===== src/hw/rtl/pfl_pkg.sv =====
// Package for the page replacement unit: sizes, codes, shared types and helpers.
// It has no dependencies. Every other file in hw/rtl refers to it by scoped names.
package pfl_pkg;

	// Sizes of the frame set and of the beat fields.
	localparam int MAX_FRAMES   = 16;
	localparam int PAGE_BITS    = 16;
	localparam int PAGE_W       = 16;
	localparam int CNT_W        = 32;
	localparam int POLICY_W     = 1;
	localparam int FRAMES_CFG_W = 5;
	localparam int CFG_IDX_W    = 1;
	localparam int CFG_DATA_W   = 5;
	localparam int ACT_W        = $clog2(MAX_FRAMES + 1);
	localparam int IDX_W        = (MAX_FRAMES > 1) ? $clog2(MAX_FRAMES) : 1;

	localparam logic [CNT_W-1:0]        CNT_MAX      = {CNT_W{1'b1}};
	localparam logic [PAGE_W-1:0]       PAGE_MASK    = PAGE_W'((64'd1 << PAGE_BITS) - 64'd1);
	localparam logic [FRAMES_CFG_W-1:0] FRAMES_RESET = FRAMES_CFG_W'(16);

	// Configuration register indexes.
	localparam logic [CFG_IDX_W-1:0] CFG_POLICY_MODE   = CFG_IDX_W'(0);
	localparam logic [CFG_IDX_W-1:0] CFG_FRAMES_IN_USE = CFG_IDX_W'(1);

	// Input beat kinds and replacement policies.
	localparam logic KIND_REF    = 1'b0;
	localparam logic KIND_CLEAR  = 1'b1;
	localparam logic POLICY_FIFO = 1'b0;
	localparam logic POLICY_LRU  = 1'b1;

	// Outcome of one lookup in the frame set.
	typedef struct packed {
		logic              hit;
		logic              evicted_valid;
		logic [PAGE_W-1:0] evicted_page;
	} lookup_t;

	// Control from the pipeline to the counters.
	typedef struct packed {
		logic step;
		logic clear;
		logic hit;
	} count_ctl_t;

	// Counter values after the current beat.
	typedef struct packed {
		logic [CNT_W-1:0] fault_count;
		logic [CNT_W-1:0] hit_count;
		logic [CNT_W-1:0] access_count;
	} counts_t;

	// Increment that sticks at the top of the range.
	function automatic logic [CNT_W-1:0] sat_inc(input logic [CNT_W-1:0] v);
		sat_inc = (v == CNT_MAX) ? v : v + CNT_W'(1);
	endfunction

endpackage


===== src/hw/rtl/pfl_req_if.sv =====
// Request channel of the page replacement unit: valid, ready and the reference beat.
// Depends on pfl_pkg for the field widths.
interface pfl_req_if;
	logic                      valid;
	logic                      ready;
	logic                      kind;
	logic [pfl_pkg::PAGE_W-1:0] page;

	modport source (output valid, output kind, output page, input ready);
	modport sink   (input valid, input kind, input page, output ready);
endinterface


===== src/hw/rtl/pfl_rsp_if.sv =====
// Response channel of the page replacement unit: valid, ready and the result beat.
// Depends on pfl_pkg for the field widths.
interface pfl_rsp_if;
	logic                       valid;
	logic                       ready;
	logic                       hit;
	logic                       evicted_valid;
	logic [pfl_pkg::PAGE_W-1:0] evicted_page;
	logic [pfl_pkg::CNT_W-1:0]  fault_count;
	logic [pfl_pkg::CNT_W-1:0]  hit_count;
	logic [pfl_pkg::CNT_W-1:0]  access_count;

	modport source (output valid, output hit, output evicted_valid, output evicted_page,
		output fault_count, output hit_count, output access_count, input ready);
	modport sink   (input valid, input hit, input evicted_valid, input evicted_page,
		input fault_count, input hit_count, input access_count, output ready);
endinterface


===== src/hw/rtl/pfl_frames.sv =====
// Frame set of the page replacement unit: stored pages, valid bits, parallel compare
// and the shift that retires the oldest or hit frame. Depends on pfl_pkg.
module pfl_frames (
	input  logic                               clk,
	input  logic                               arst_n,
	input  logic                               step,
	input  logic                               clear,
	input  logic [pfl_pkg::PAGE_W-1:0]         page,
	input  logic                               policy,
	input  logic [pfl_pkg::ACT_W-1:0]          active,
	output pfl_pkg::lookup_t                   lookup
);

	logic [pfl_pkg::PAGE_W-1:0] page_q  [pfl_pkg::MAX_FRAMES];
	logic [pfl_pkg::PAGE_W-1:0] page_d  [pfl_pkg::MAX_FRAMES];
	logic [pfl_pkg::MAX_FRAMES-1:0] valid_q;
	logic [pfl_pkg::MAX_FRAMES-1:0] valid_d;
	logic [pfl_pkg::MAX_FRAMES-1:0] match;
	logic [pfl_pkg::PAGE_W-1:0] page_m;
	logic [pfl_pkg::IDX_W-1:0]  hit_idx;
	logic [pfl_pkg::IDX_W-1:0]  from_idx;
	logic [pfl_pkg::IDX_W-1:0]  top_idx;
	logic                       hit;
	logic                       move;

	assign page_m  = page & pfl_pkg::PAGE_MASK;
	assign top_idx = pfl_pkg::IDX_W'(active - pfl_pkg::ACT_W'(1));

	// Compare against every valid frame below the active count.
	always_comb begin
		for (int k = 0; k < pfl_pkg::MAX_FRAMES; k++) begin
			match[k] = valid_q[k] && (page_q[k] == page_m) && (k < int'(active));
		end
	end

	// The lowest matching position wins.
	always_comb begin
		hit_idx = '0;
		for (int k = pfl_pkg::MAX_FRAMES - 1; k >= 0; k--) begin
			if (match[k]) begin
				hit_idx = pfl_pkg::IDX_W'(k);
			end
		end
	end

	assign hit      = |match;
	assign move     = !hit || (policy == pfl_pkg::POLICY_LRU);
	assign from_idx = hit ? hit_idx : '0;

	// Next frame contents: shift down above the removed position, new page on top.
	always_comb begin
		for (int k = 0; k < pfl_pkg::MAX_FRAMES; k++) begin
			page_d[k]  = page_q[k];
			valid_d[k] = valid_q[k];
			if (clear) begin
				valid_d[k] = 1'b0;
			end else if (step && move && (k >= int'(from_idx))) begin
				if (k < int'(top_idx)) begin
					if (k < pfl_pkg::MAX_FRAMES - 1) begin
						page_d[k]  = page_q[(k < pfl_pkg::MAX_FRAMES - 1) ? k + 1 : k];
						valid_d[k] = valid_q[(k < pfl_pkg::MAX_FRAMES - 1) ? k + 1 : k];
					end
				end else if (k == int'(top_idx)) begin
					page_d[k]  = page_m;
					valid_d[k] = 1'b1;
				end
			end
		end
	end

	// Valid bits are cleared by reset; the pages themselves are only read when valid.
	always_ff @(posedge clk or negedge arst_n) begin
		if (!arst_n) begin
			valid_q <= '0;
		end else begin
			valid_q <= valid_d;
		end
	end

	always_ff @(posedge clk) begin
		for (int k = 0; k < pfl_pkg::MAX_FRAMES; k++) begin
			page_q[k] <= page_d[k];
		end
	end

	// On a fault the oldest frame leaves, if it held a page.
	always_comb begin
		lookup.hit           = step && hit;
		lookup.evicted_valid = step && !hit && valid_q[0];
		lookup.evicted_page  = lookup.evicted_valid ? page_q[0] : '0;
	end

endmodule


===== src/hw/rtl/pfl_counters.sv =====
// Saturating fault, hit and reference counters of the page replacement unit.
// Depends on pfl_pkg for the counter width and the saturating increment.
module pfl_counters (
	input  logic                clk,
	input  logic                arst_n,
	input  pfl_pkg::count_ctl_t ctl,
	output pfl_pkg::counts_t    counts
);

	pfl_pkg::counts_t counts_q;
	pfl_pkg::counts_t counts_d;

	// Values after this beat; they also form the result fields.
	always_comb begin
		counts_d = counts_q;
		if (ctl.clear) begin
			counts_d = '0;
		end else if (ctl.step) begin
			counts_d.access_count = pfl_pkg::sat_inc(counts_q.access_count);
			if (ctl.hit) begin
				counts_d.hit_count = pfl_pkg::sat_inc(counts_q.hit_count);
			end else begin
				counts_d.fault_count = pfl_pkg::sat_inc(counts_q.fault_count);
			end
		end
	end

	always_ff @(posedge clk or negedge arst_n) begin
		if (!arst_n) begin
			counts_q <= '0;
		end else begin
			counts_q <= counts_d;
		end
	end

	assign counts = counts_d;

endmodule


===== src/hw/rtl/page_replacement_fifo_lru_unit.sv =====
// Page replacement unit, FIFO or LRU, over a fully associative frame set.
// Results: each beat passes the input register, then the result register, which holds it until taken.
// Throughput: one request per cycle while results drain; the compare and shift of all frames fit in one stage.
// Reset: all frames empty, all counters zero, policy FIFO, sixteen frames in use.
// Depends on pfl_pkg, pfl_req_if, pfl_rsp_if, pfl_frames and pfl_counters.
module page_replacement_fifo_lru_unit (
	input  logic                              clk,
	input  logic                              arst_n,
	pfl_req_if.sink                           req,
	pfl_rsp_if.source                         rsp,
	input  logic                              cfg_we,
	input  logic [pfl_pkg::CFG_IDX_W-1:0]     cfg_index,
	input  logic [pfl_pkg::CFG_DATA_W-1:0]    cfg_data
);

	logic                                policy_q;
	logic [pfl_pkg::FRAMES_CFG_W-1:0]    frames_q;
	logic [pfl_pkg::ACT_W-1:0]           active;

	logic                                valid_s1;
	logic                                kind_s1;
	logic [pfl_pkg::PAGE_W-1:0]          page_s1;
	logic                                valid_s2;
	pfl_pkg::lookup_t                    lookup_s2;
	pfl_pkg::counts_t                    counts_s2;

	logic                                advance;
	pfl_pkg::lookup_t                    lookup;
	pfl_pkg::counts_t                    counts;
	pfl_pkg::count_ctl_t                 ctl;

	// Configuration registers.
	always_ff @(posedge clk or negedge arst_n) begin
		if (!arst_n) begin
			policy_q <= pfl_pkg::POLICY_FIFO;
			frames_q <= pfl_pkg::FRAMES_RESET;
		end else if (cfg_we) begin
			case (cfg_index)
				pfl_pkg::CFG_POLICY_MODE:   policy_q <= cfg_data[0];
				pfl_pkg::CFG_FRAMES_IN_USE: frames_q <= cfg_data[pfl_pkg::FRAMES_CFG_W-1:0];
				default: ;
			endcase
		end
	end

	// Frame count clamped to one .. MAX_FRAMES.
	always_comb begin
		if (frames_q == '0) begin
			active = pfl_pkg::ACT_W'(1);
		end else if (int'(frames_q) > pfl_pkg::MAX_FRAMES) begin
			active = pfl_pkg::ACT_W'(pfl_pkg::MAX_FRAMES);
		end else begin
			active = pfl_pkg::ACT_W'(frames_q);
		end
	end

	// The work stage moves on when the result register is free or being emptied.
	assign advance   = valid_s1 && (!valid_s2 || rsp.ready);
	assign req.ready = !valid_s1 || advance;

	// Input register.
	always_ff @(posedge clk or negedge arst_n) begin
		if (!arst_n) begin
			valid_s1 <= 1'b0;
		end else if (req.ready) begin
			valid_s1 <= req.valid;
		end
	end

	always_ff @(posedge clk) begin
		if (req.valid && req.ready) begin
			kind_s1 <= req.kind;
			page_s1 <= req.page;
		end
	end

	// Frame set and counters update as the beat leaves the input register.
	assign ctl.step  = advance && (kind_s1 == pfl_pkg::KIND_REF);
	assign ctl.clear = advance && (kind_s1 == pfl_pkg::KIND_CLEAR);
	assign ctl.hit   = lookup.hit;

	pfl_frames u_frames (
		.clk    (clk),
		.arst_n (arst_n),
		.step   (ctl.step),
		.clear  (ctl.clear),
		.page   (page_s1),
		.policy (policy_q),
		.active (active),
		.lookup (lookup)
	);

	pfl_counters u_counters (
		.clk    (clk),
		.arst_n (arst_n),
		.ctl    (ctl),
		.counts (counts)
	);

	// Result register.
	always_ff @(posedge clk or negedge arst_n) begin
		if (!arst_n) begin
			valid_s2 <= 1'b0;
		end else if (!valid_s2 || rsp.ready) begin
			valid_s2 <= valid_s1;
		end
	end

	always_ff @(posedge clk) begin
		if (advance) begin
			lookup_s2 <= lookup;
			counts_s2 <= counts;
		end
	end

	assign rsp.valid         = valid_s2;
	assign rsp.hit           = lookup_s2.hit;
	assign rsp.evicted_valid = lookup_s2.evicted_valid;
	assign rsp.evicted_page  = lookup_s2.evicted_page;
	assign rsp.fault_count   = counts_s2.fault_count;
	assign rsp.hit_count     = counts_s2.hit_count;
	assign rsp.access_count  = counts_s2.access_count;

endmodule


===== src/flat_wrapper.sv =====
// flat-port wrapper written by rule: the top's interface ports become plain ports
module page_replacement_fifo_lru_unit_flat 
  (clk, arst_n, cfg_we, cfg_index, cfg_data, req_valid, req_kind, req_page, req_ready, rsp_valid, rsp_hit, rsp_evicted_valid, rsp_evicted_page, rsp_fault_count, rsp_hit_count, rsp_access_count, rsp_ready);
  pfl_req_if req_i ();
  pfl_rsp_if rsp_i ();
  input  logic clk;
  input  logic arst_n;
  input  logic cfg_we;
  input  logic [pfl_pkg::CFG_IDX_W-1:0] cfg_index;
  input  logic [pfl_pkg::CFG_DATA_W-1:0] cfg_data;
  input wire logic [$bits(req_i.valid)-1:0] req_valid;
  input wire logic [$bits(req_i.kind)-1:0] req_kind;
  input wire logic [$bits(req_i.page)-1:0] req_page;
  output wire logic [$bits(req_i.ready)-1:0] req_ready;
  output wire logic [$bits(rsp_i.valid)-1:0] rsp_valid;
  output wire logic [$bits(rsp_i.hit)-1:0] rsp_hit;
  output wire logic [$bits(rsp_i.evicted_valid)-1:0] rsp_evicted_valid;
  output wire logic [$bits(rsp_i.evicted_page)-1:0] rsp_evicted_page;
  output wire logic [$bits(rsp_i.fault_count)-1:0] rsp_fault_count;
  output wire logic [$bits(rsp_i.hit_count)-1:0] rsp_hit_count;
  output wire logic [$bits(rsp_i.access_count)-1:0] rsp_access_count;
  input wire logic [$bits(rsp_i.ready)-1:0] rsp_ready;
  assign req_i.valid = req_valid;
  assign req_i.kind = req_kind;
  assign req_i.page = req_page;
  assign req_ready = req_i.ready;
  assign rsp_valid = rsp_i.valid;
  assign rsp_hit = rsp_i.hit;
  assign rsp_evicted_valid = rsp_i.evicted_valid;
  assign rsp_evicted_page = rsp_i.evicted_page;
  assign rsp_fault_count = rsp_i.fault_count;
  assign rsp_hit_count = rsp_i.hit_count;
  assign rsp_access_count = rsp_i.access_count;
  assign rsp_i.ready = rsp_ready;
  page_replacement_fifo_lru_unit u_core (.clk(clk), .arst_n(arst_n), .req(req_i), .rsp(rsp_i), .cfg_we(cfg_we), .cfg_index(cfg_index), .cfg_data(cfg_data));
endmodule

===== config.mk =====
export PLATFORM = sky130hd
export DESIGN_NAME = page_replacement_fifo_lru_unit_flat
export DESIGN_NICKNAME = d
export VERILOG_FILES = /design/src/hw/rtl/pfl_pkg.sv /design/src/hw/rtl/pfl_req_if.sv /design/src/hw/rtl/pfl_rsp_if.sv /design/src/hw/rtl/pfl_frames.sv /design/src/hw/rtl/pfl_counters.sv /design/src/hw/rtl/page_replacement_fifo_lru_unit.sv /design/src/flat_wrapper.sv
export SDC_FILE = /design/constraint.sdc
export NUM_CORES = 1
export LEC_CHECK = 0
export ABC_CLOCK_PERIOD_IN_PS = 9700
export BUFFER_PORTS_ARGS = -buffer_cell sky130_fd_sc_hd__buf_4
export CAP_MARGIN = 20
export CELL_PAD_IN_SITES_DETAIL_PLACEMENT = 1
export CELL_PAD_IN_SITES_GLOBAL_PLACEMENT = 2
export CORE_ASPECT_RATIO = 2
export CORE_MARGIN = 2
export CORE_UTILIZATION = 46
export DETAILED_ROUTE_END_ITERATION = 8
export PLACE_DENSITY = 0.85
export SETUP_SLACK_MARGIN = 0.3
export SLEW_MARGIN = 10
export SYNTH_ARGS = -nofsm -noshare
export SYNTH_HDL_FRONTEND = slang
export SYNTH_HIERARCHICAL = 1
export SYNTH_SLANG_ARGS = --single-unit

===== constraint.sdc =====
create_clock -name clk -period 9.7 [get_ports clk]
set_input_delay 1.94 -clock clk [delete_from_list [all_inputs] [get_ports clk]]
set_output_delay 1.94 -clock clk [all_outputs]
set_load 0.02 [all_outputs]

# After elaboration in Yosys (flattened, before gate mapping)
# Memories as Yosys holds them, arrays and structs flattened.
# Cells that the tools add are included.
[word_totals]
romBits = 0
in_bits = 28
latch_bits = 0
n_memories = 1
elab_cells = 385
register_bits = 251
ram_bits = 256
[memory_table]
columns = ["name", "words", "width", "rd", "rd_ports_with_merged_regs", "wr", "line", "source"]
rows = [
  ["u_core.u_frames.page_q", 16, 16, 16, 0, 16, "pfl_frames.sv:14", "logic [pfl_pkg::PAGE_W-1:0] page_q [pfl_pkg::MAX_FRAMES];"],
]
[classes]
n_lt_le_gt_ge = 47
bitwise = 2
eq_ne = 34
shifts = 0
addsub = 4
div_mod_pow = 0
n_mux = 152
mul = 0
n_reduce_logical = 114
[op_table]
columns = ["cell", "count"]
rows = [
  ["2-to-1 mux 16 bit", 63],
  ["equality test 16 bit", 16],
  ["2-to-1 mux 96 bit", 2],
  ["2-to-1 mux 32 bit", 5],
  ["adder 32 x 1 -> 32 bit (second input constant)", 3],
  ["equality test 32 bit (second input constant)", 3],
  ["2-to-1 mux 4 bit", 17],
  ["2-to-1 mux 1 bit", 63],
  ["logical AND 1 bit", 55],
  ["nonzero test 3 bit", 15],
  ["< comparator 4 x 5 -> 1 bit (first input constant)", 8],
  ["AND reduction 2 bit", 18],
  ["nonzero test 2 bit", 17],
  ["equality test 4 bit (first input constant)", 8],
  ["greater-or-equal comparator 4 bit (first input constant)", 7],
  ["< comparator 4 bit (first input constant)", 7],
  ["< comparator 3 x 5 -> 1 bit (first input constant)", 4],
  ["equality test 3 x 4 -> 1 bit (first input constant)", 4],
  ["greater-or-equal comparator 3 x 4 -> 1 bit (first input constant)", 4],
  ["< comparator 3 x 4 -> 1 bit (first input constant)", 4],
  ["OR reduction 16 bit", 1],
  ["< comparator 1 x 5 -> 1 bit (first input constant)", 2],
  ["< comparator 2 x 5 -> 1 bit (first input constant)", 2],
  ["2-to-1 mux 5 bit", 2],
  ["13 further kinds", 23],
]

# Longest topological paths before layout
[logic_depth]
ltp_word = 26
depth_mapped = 16
depth_no_buf = 14

# Hierarchy
# The synthesis kept the hierarchy.
[modules_own_cells]
columns = ["mod", "area_per_inst_um2", "cells_each", "n_inst", "seq_area_each_um2"]
rows = [
  ["pfl_frames", 16412.0, 1343, 1, 8087.8],
  ["pfl_counters", 5307.6, 587, 1, 2402.3],
  ["page_replacement_fifo_lru_unit", 4304.1, 163, 1, 4135.2],
]

# Least setup slack after synthesis
# No wires, ideal clock.
[synth_timing]
path_type = "in2reg"
start = "input port rsp_ready"
end = "memory u_core/u_frames/page_q[0][16] (netlist name) (enable)"
slack_ps = 4346
setup_ps = 413
arrival_time_ps = 4941
cell_stages = 5
cell_sequence = "nand2b_1 -> nor3b_1 -> inv_1 -> a21oi_2 -> nor3b_1"
[synth_lines]
columns = ["element", "line", "source"]
rows = [
  ["start, declared", "flat_wrapper.sv:22", "input wire logic [$bits(rsp_i.ready)-1:0] rsp_ready;"],
  ["end, declared", "pfl_frames.sv:14", ""],
]

==> metrics <==
status=finished, final reports clean; critical path peak fanout=19; Fmax achieved=175 MHz; first-pass GRT wire length=122000 um; Inserted Clock Buffers=48; Post-Route WL=81000 um; Slew Limit Fails=0; Worst-Skew Late Latency=0.61 ns; Total Power=0.00596 W; initial drt markers=972; share of cells above drive strength 1=0.250; CP peak stage delay=0.87 ns; syn avg cell area=12.4 sq um; initial antenna violation count=0; CP top delay family=simple AND/OR/NAND/NOR gates; Worst Max-Slew Pin Slew=1.10 ns; drc violations=0; post-route clock period utilization=0.588; Rows=123; area of the die=58600 sq um; Pwr per Cell Area=202 nW/um^2; post-synthesis sequential area ratio=0.562; Post-Synthesis Cells=2093; number of synthesized flops with an enable pin=387; fraction of registers with async set/reset=0.237; WS Path Type=reg2reg; setup tns final=0 ns; CP endpoint kind=flip-flop; most frequent cell on the critical path=a21oi_1; CTS tree=yes; IO Pins=144; Clock transition at path regs=0.07 ns; Pre-antenna DRT Iters=5; Post-DP HPWL=58900 um; count of different cell masters after synthesis=89; fillers=5804; fin area=29500 sq um; WL per Instance=27.0 um; Synth warnings=6; CP Launch Type=flip-flop; cts repair resizes=0; leak pwr=10.4 nW; Inserted Diodes=0; most common cell after layout, fill and taps aside=edfxtp_1; Starting Density=0.465; Clock Sinks=507; Hold Fails Final Rpt=0; total track usage=0.279; hold_ws=0.515 ns; relative slew slack=0.266; area grow syn2layout=13.2%; peak supply drop=0.176 mV; Slowest-stage cell, CP=a21oi_1; worst hold path type=reg2reg; maxcap violations=0; post-CTS setup buffer count=0; Post-Syn Area=26000 sq um; flops & latches, synth=507; H-tree Lvls=2; buffer and inverter count on the worst path=0; Data arrival, critical path=6.13 ns; Die Width=172 um; vias per cell=6.04; min Tclk post-route=5.71 ns; die height=340 um; Vias=18200; WHS Path Cells=1; nets=2252; hold path endpoint=u_core/frames_q[0]$_DFFE_PN0P_; IO buf count=143; ys flop type=edfxtp_1; CP Cell Sequence=or3_1 > a21oi_1 > a21o_1 > a21oi_1 > nor4_1 > or4_4 > nor4_2 > nor2_1 > and3_1 > nand4_1 > a311o_1 > or4_1 > a21oi_1; R2R depth=13; RSZ-0062 raised after global routing=no; gr ovfl total=0; Syn Nets=2129; CTS max path bufs=3; CTS Root Buffer Type=clkbuf_16; non-filler instance count after layout=3005; count of final setup violators=0; Hold Startpoint=u_core/frames_q[0]$_DFFE_PN0P_; Final Skew=0.0178 ns; CTS hold repair buffers=0; data required time of the critical path=10.12 ns; R2R Setup Slk=3.99 ns; core area=56000 sq um; RD Place Congestion=0.978; Inst Count DP=2915; number of global-route vias before repair=20200; largest net degree at the start of global routing=69; Placed Area=27800 sq um; ANT nets after route=0; Critical R2R Launch=u_core/frames_q[3]$_DFFE_PN0P_; commonest cells after routing, fill and taps aside=387 x edfxtp_1, 238 x mux2_2, 192 x buf_4; Critical R2R Capture=u_core/rsp.hit_count[23]$_DFFE_PP_
-- registers in the layout (all words and copies together), names as in the netlist, 5 cells and up --
register,flops
u_core/u_frames/page_q,256
u_core/u_counters/counts_q,96
u_core/rsp.access_count,32
u_core/rsp.fault_count,32
u_core/rsp.hit_count,32
u_core/page_s1,16
u_core/rsp.evicted_page,16
u_core/frames_q,5
u_core/u_frames/valid_q,16
-- kinds of logic after synthesis --
logic type | after synthesis | share of synthesized area
flip-flops | 507 | 0.562
XOR/XNOR | 275 | 0.0926
multiplexers | 245 | 0.106
buffers and inverters | 163 | 0.0313
AND/OR/NAND/NOR | 640 | 0.137
adder cells (fa/ha/maj) | 8 | 0.00385
AO/OA/AOI/OAI | 255 | 0.0670
-- where the power goes --
part           internal (W)  switching [W]  total (W)  leakage [nW]
logic              0.000522       0.000708    0.00123          4.38
registers           0.00261       0.000140    0.00274          5.27
clock network       0.00111       0.000871    0.00198         0.785
total               0.00424        0.00172    0.00596          10.4
-- through the flow --
stage / worst slack (ns) / util
floorplan: 4.35 / -
global placement: 3.57 / 0.496
detailed placement: 4.06 / 0.497
CTS: 4.03 / 0.526
global route: 3.70 / 0.526
finish: 3.99 / 0.526
-- area by class of cell --
type | instances | area (sq um) | share of cell area
Tap cell | 750 | 938 | 0.0318
Inverter | 40 | 150 | 0.00510
Clock inverter | 28 | 297 | 0.0101
Multi-Input combinational cell | 1423 | 10600 | 0.361
Sequential cell | 507 | 14600 | 0.496
Timing Repair Buffer | 196 | 1470 | 0.0500
Clock buffer | 61 | 1330 | 0.0452
-- layer usage --
metal / vias to the layer above / global-route usage / part of all wire
li1: 8094 / - / -
met2: 552 / 0.541 / 0.56
met4: 0 / 0.199 / 0.082
met1: 9230 / 0.261 / 0.32
met3: 289 / 0.0334 / 0.035
met5: - / 0 / 0
-- cells in the mapped netlist (5+ instances only) --
| cell | count | area share |
|---|---|---|
| nor4_1 | 64 | 0.015 |
| dfrtp_1 | 119 | 0.11 |
| a21o_1 | 9 | 0.0026 |
| nor4b_1 | 12 | 0.0040 |
| nand3_1 | 53 | 0.010 |
| nand2_1 | 121 | 0.017 |
| a211oi_1 | 10 | 0.0029 |
| xnor2_1 | 118 | 0.040 |
| nand4_1 | 64 | 0.015 |
| buf_6 | 16 | 0.0069 |
| o211ai_1 | 6 | 0.0017 |
| xor2_1 | 157 | 0.053 |
| buf_2 | 35 | 0.0067 |
| mux2_2 | 238 | 0.10 |
| and3_1 | 14 | 0.0034 |
| or3_1 | 45 | 0.011 |
| o31ai_1 | 30 | 0.0087 |
| nor3b_1 | 5 | 0.0014 |
| clkbuf_1 | 61 | 0.0088 |
| nor2_1 | 90 | 0.013 |
| or2_2 | 8 | 0.0019 |
| edfxtp_1 | 387 | 0.45 |
| nor3_1 | 30 | 0.0058 |
| and4_1 | 9 | 0.0030 |
| o21ai_0 | 52 | 0.010 |
| nor2b_1 | 25 | 0.0060 |
| or4_1 | 40 | 0.012 |
| nand2b_1 | 6 | 0.0014 |
| mux2i_1 | 5 | 0.0019 |
| ha_1 | 8 | 0.0038 |
| inv_1 | 39 | 0.0056 |
| a21oi_1 | 81 | 0.016 |
| buf_4 | 10 | 0.0029 |
| and2_1 | 24 | 0.0058 |
-- worst max-delay path by stage --
stage	slack, ns	to	startpoint	cells after the start
after floorplan	4.35	u_core/u_frames/page_q[0][16]$_DFFE_PP_	rsp_ready	5
after global placement	3.57	u_core/rsp.hit_count[27]$_DFFE_PP_	u_core/frames_q[3]$_DFFE_PN0P_	12
after detailed placement	4.06	u_core/rsp.hit_count[29]$_DFFE_PP_	u_core/frames_q[3]$_DFFE_PN0P_	13
after CTS	4.03	u_core/rsp.hit_count[29]$_DFFE_PP_	u_core/frames_q[3]$_DFFE_PN0P_	13
after global routing	3.70	u_core/rsp.hit_count[23]$_DFFE_PP_	u_core/frames_q[3]$_DFFE_PN0P_	13
final	3.99	u_core/rsp.hit_count[23]$_DFFE_PP_	u_core/frames_q[3]$_DFFE_PN0P_	13
No activity file was read; power rests on OpenSTA's default activity.
